<file path="src/rtl/core/vitk5_pkg.sv">
// Package for the K=5 rate-1/4 Viterbi decoder: state codes, generators and helpers.
// No dependencies.
`default_nettype none
package vitk5_pkg;

  localparam int unsigned NSTATES    = 16;
  localparam int unsigned METRIC_W   = 20;
  localparam logic [19:0] METRIC_MAX = 20'hFFFFF;
  localparam int unsigned MAX_WORDS  = 8;

  localparam logic [4:0] GEN_A = 5'h13;
  localparam logic [4:0] GEN_B = 5'h1D;
  localparam logic [4:0] GEN_C = 5'h17;
  localparam logic [4:0] GEN_D = 5'h1B;

  typedef enum logic [2:0] {
    ST_IDLE,
    ST_ACS,
    ST_COMMIT,
    ST_TB_RD,
    ST_TB_STEP,
    ST_EMIT
  } state_e;

  // Expected code bit: parity of the masked shift register.
  function automatic logic par5(input logic [4:0] sr, input logic [4:0] gen);
    par5 = ^(sr & gen);
  endfunction

endpackage
`default_nettype wire

</file>
<file path="src/rtl/core/vitk5_bm.sv">
// Branch metric unit: cost of one stage's four symbols against one shift-register value.
// Depends on vitk5_pkg.
`default_nettype none
module vitk5_bm #(
  parameter int unsigned SOFT_WIDTH = 8
) (
  input  wire logic              soft_i,
  input  wire logic [4:0]        sr_i,
  input  wire logic [31:0]       syms_i,
  output logic      [SOFT_WIDTH+1:0] bm_o
);

  localparam logic [15:0] Lim = 16'(1 << (SOFT_WIDTH - 1));

  logic [4:0] gens [4];
  logic [SOFT_WIDTH-1:0] cost [4];

  assign gens[0] = vitk5_pkg::GEN_A;
  assign gens[1] = vitk5_pkg::GEN_B;
  assign gens[2] = vitk5_pkg::GEN_C;
  assign gens[3] = vitk5_pkg::GEN_D;

  // Cost per symbol, hard or soft
  always_comb begin
    logic [7:0] v;
    logic [7:0] mag;
    logic       exp_b;
    for (int m = 0; m < 4; m++) begin
      v     = syms_i[8*m +: 8];
      exp_b = vitk5_pkg::par5(sr_i, gens[m]);
      mag   = v[7] ? 8'(-v) : v;
      if (v == 8'h80) mag = 8'h80;
      if (16'(mag) > Lim) mag = 8'(Lim);
      cost[m] = '0;
      if (!soft_i) begin
        if (v != 8'd2 && v[0] != exp_b) cost[m] = SOFT_WIDTH'(1);
      end else begin
        if (v != 8'd0 && (!v[7]) != exp_b) cost[m] = SOFT_WIDTH'(mag);
      end
    end
  end

  assign bm_o = (SOFT_WIDTH+2)'(cost[0]) + (SOFT_WIDTH+2)'(cost[1])
              + (SOFT_WIDTH+2)'(cost[2]) + (SOFT_WIDTH+2)'(cost[3]);

endmodule
`default_nettype wire

</file>
<file path="config.mk">
export PLATFORM = sky130hd
export DESIGN_NAME = vitk5_bm
export DESIGN_NICKNAME = d
export VERILOG_FILES = /design/src/rtl/core/vitk5_pkg.sv /design/src/rtl/core/vitk5_bm.sv
export SDC_FILE = /design/constraint.sdc
export NUM_CORES = 1
export LEC_CHECK = 0
export ABC_CLOCK_PERIOD_IN_PS = 6200
export BUFFER_PORTS_ARGS = -buffer_cell sky130_fd_sc_hd__clkbuf_2
export CAP_MARGIN = 10
export CORE_UTILIZATION = 27
export DETAILED_ROUTE_END_ITERATION = 10
export GPL_ROUTABILITY_DRIVEN = 0
export MAX_ROUTING_LAYER = met4
export SETUP_SLACK_MARGIN = 0.15
export SLEW_MARGIN = 20
export SYNTH_ARGS = -nofsm -noshare
export SYNTH_HDL_FRONTEND = slang
export SYNTH_SLANG_ARGS = --single-unit
</file>
<file path="constraint.sdc">
create_clock -name vclk -period 6.2
set_input_delay 0.62 -clock vclk [all_inputs]
set_output_delay 0.62 -clock vclk [all_outputs]
set_load 0.05 [all_outputs]
</file>
==> results.md <==
* Outcome: completed
* Die Ht at ~86 µm
* Cell accounting for the most synthesized area: fa_1
* Worst hold start: syms_i[0]
* Drc violations at 0
* Netlist cell types at 46
* CTS Hold Buffers Added at 0
* Antenna violations before repair at 0
* Post-DP HPWL at approximately 4100 µm
* Chip width at approximately 86 µm
* Post-CTS Resized at 0
* P_leak at around 1 nW
* XOR/XNOR Fraction of Synth Area at around a fifth
* Layout cells sized above 1 at 18.0%
* Number of setup violations in the final report at 0
* Setup CP Type: input port to output port
* Post-Syn Nets at ~310
* Sw frac at between 60% and 70%
* Final sequential cell count at 0
* Syn Std Cell Area at 0.00189 mm²
* Hold Path Cell Cnt at 4
* Max rail drop VDD at approximately 0.093 mV
* Met1 Usage GRT at roughly 17%
* Remaining global-route overflow at 0
* Final net count at approximately 360
* Switching power at between 0.2 and 0.3 mW
* Hold Violations, Final at 0
* Pins over their slew limit at 0
* Final critical-path share of the clock period at approximately nine tenths
* CP Data Required Time at 5580 ps
* # rows at 30
* Final core utilization at 32.6%
* Worst-Margin Slew at roughly 680 ps
* Sequential power share at 0%
* PortBufs at 48
* Period minus WS final at between 5000 and 6000 ps
* Sequential fraction of the synthesis area at 0%
* Fmax at approximately 0.18 GHz
* Yosys warning total at 0
* Type of the worst min-delay path: input port to output port
* Die ar. at about 0.0073 mm²
* Post-CTS setup buffers at 0
* Global-route wire length before repair at ~8000 µm
* WL per Instance at between 10 and 15 µm
* Syn Inst Count at about 240
* Max_cap viols at 0
* Total negative slack at 0 ps
* Core area at a little under 0.007 mm²
* Antenna Cells at 0
* Global-route usage over all layers at 13.5%
* Pin count of the biggest net entering global routing at 19
* Wirelength, routed at approximately 4700 µm
* Pint at about 0.13 mW
* Clkbuf count at 0
* Post-synthesis adder-cell area fraction at between 20% and 30%
* Area growth syn-to-layout at 16.8%
* Most Used Layer, Global Route: met2
* Comb pwr share at between 90% and 100%
* Drt initial violations at 91
* Avg Inst Size Synth at around 7.8 µm²
* Final ANT Viol Nets at 0
* CP Max Fanout at 8
* Met2 Use GR at ~25%
* Hold Crit Endpoint: bm_o[0]
* Met3 Use GR at less than 1%
* Clock power share at 0%
* Pwr Density at ~190 mW/mm²
* Ports at 48
* Share of the synthesized area in the top cell type at 17.0%
* Initial Util at around 28%
* First-pass DRT Iterations at 4
* Synth area leaders: fa_1 17%, ha_1 11%, xor2_1 8.4%
* Vias at about 1900
* Unrepaired setup endpoints after global routing: false
* Crit start category: input port
* Register Area at 0 µm²
* Arr. time, crit path at a little over 5000 ps
* Via density at 5.15
* Slew headroom at 54.4%
* Combinational family with the most area after synthesis: adder cells
* Setup crit start: sr_i[1]
* CP Capture Type: output port
* Compound-cell area share of the yosys netlist at 20.8%
* Synth Area in Simple Gates at about 24%
* Multiplexer share of the synthesized area at under 10%
* Vias in the first global route at 1864
[metal layers]
| layer | up-vias | routed length (µm) |
|---|---|---|
| met2 | 32 | 2360 |
| met3 | 0 | 104 |
| met5 | - | 0 |
| met4 | 0 | 0 |
| met1 | 884 | 2210 |
| li1 | 957 | - |
[cell type report]
cell class	count	area (µm²)
fill	745	4550
inverter	26	97.6
multi-input combinational	210	1770
tap	80	100
timing repair buffer	48	240
[synthesized netlist by cell type, drive strengths merged]
cell     number
a22oi         1
mux2i         2
o21bai        3
or4           6
fa           16
xnor3         2
xor3          1
nand2b        5
o21a          1
o41a          1
nor3         13
and2          1
a21boi        1
and4          1
a311oi        1
o32ai         1
a211oi        7
or2           2
nor2b         4
nor4b         2
nand3         8
or4b          1
xor2         18
xnor2        15
o2bb2ai       1
a21o          3
o211ai        4
nand4         3
ha           17
o21ai         9
o221ai        1
nor3b         4
or3           4
nor2          8
a21oi        10
o31ai         7
a211o         1
a31oi         1
nand2        17
or3b          3
a2bb2oi       1
inv          26
clkbuf        6
o41ai         2
nor4          1
[worst max-delay path, cell delays in order]
cell	delay, ps
clkbuf_2	110
xor3_2	530
xnor2_1	330
o221ai_2	210
or3_1	430
fa_1	520
fa_1	550
inv_1	50
ha_1	220
fa_1	400
a21o_1	170
a21oi_1	250
o21ai_0	140
o41a_1	310
clkbuf_2	240
[cells in the final DEF (no fill, tap or decap), types with 2 or more instances in the layout]
cell	n
nand2b_1	5
o21ai_0	9
o21bai_1	3
nor2b_1	4
or4_1	6
o211ai_1	4
xor2_1	18
nor4b_1	2
a211oi_1	7
o31ai_1	7
fa_1	16
inv_1	26
o41ai_1	2
a21o_1	3
nand4_1	3
or2_1	2
mux2i_1	2
ha_1	17
or3b_1	3
or3_1	4
clkbuf_2	48
nand2_1	17
nand3_1	8
nor2_1	8
nor3b_1	4
nor3_1	13
xnor2_1	15
a21oi_1	10
[worst max-delay path by stage]
stage / slack (ps) / cells after the start / endpoint
5_1_grt: 310 / 15 / bm_o[9]
3_5_place_dp: 510 / 15 / bm_o[9]
2_1_floorplan: 660 / 13 / bm_o[7]
4_1_cts: 500 / 15 / bm_o[9]
3_3_place_gp: 590 / 15 / bm_o[9]
6_report: 520 / 15 / bm_o[9]
[power by group through the flow]
stage / clock [mW] / combinational, mW / sequential (mW)
final: 0 / 0.413 / 0
after global routing: 0 / 0.453 / 0
after CTS: 0 / 0.419 / 0
after detailed placement: 0 / 0.417 / 0
after global placement: 0 / 0.413 / 0
after floorplan: 0 / 0.328 / 0
[cell families after synthesis]
group | Yosys count
muxes | 2
AOI/OAI and AO/OA | 56
adders and majority gates | 33
xor gates and xnor gates | 36
and+or+nand+nor | 83
buffers and inverters | 32
[through the flow]
| stage | hold slack, ps | instance area [µm²] | worst slack, ps | cells | power, mW |
|---|---|---|---|---|---|
| global route | 2090 | 2200 | 309 | 364 | 0.453 |
| detailed placement | 2050 | 2200 | 514 | 364 | 0.417 |
| finish | 2060 | 2200 | 518 | 364 | 0.413 |
| floorplan | 1760 | 1890 | 660 | 242 | 0.328 |
| global placement | 2070 | 2200 | 591 | 364 | 0.413 |
| CTS | 2060 | 2200 | 500 | 364 | 0.419 |
Note: power is estimated with default switching activity, not from simulation.
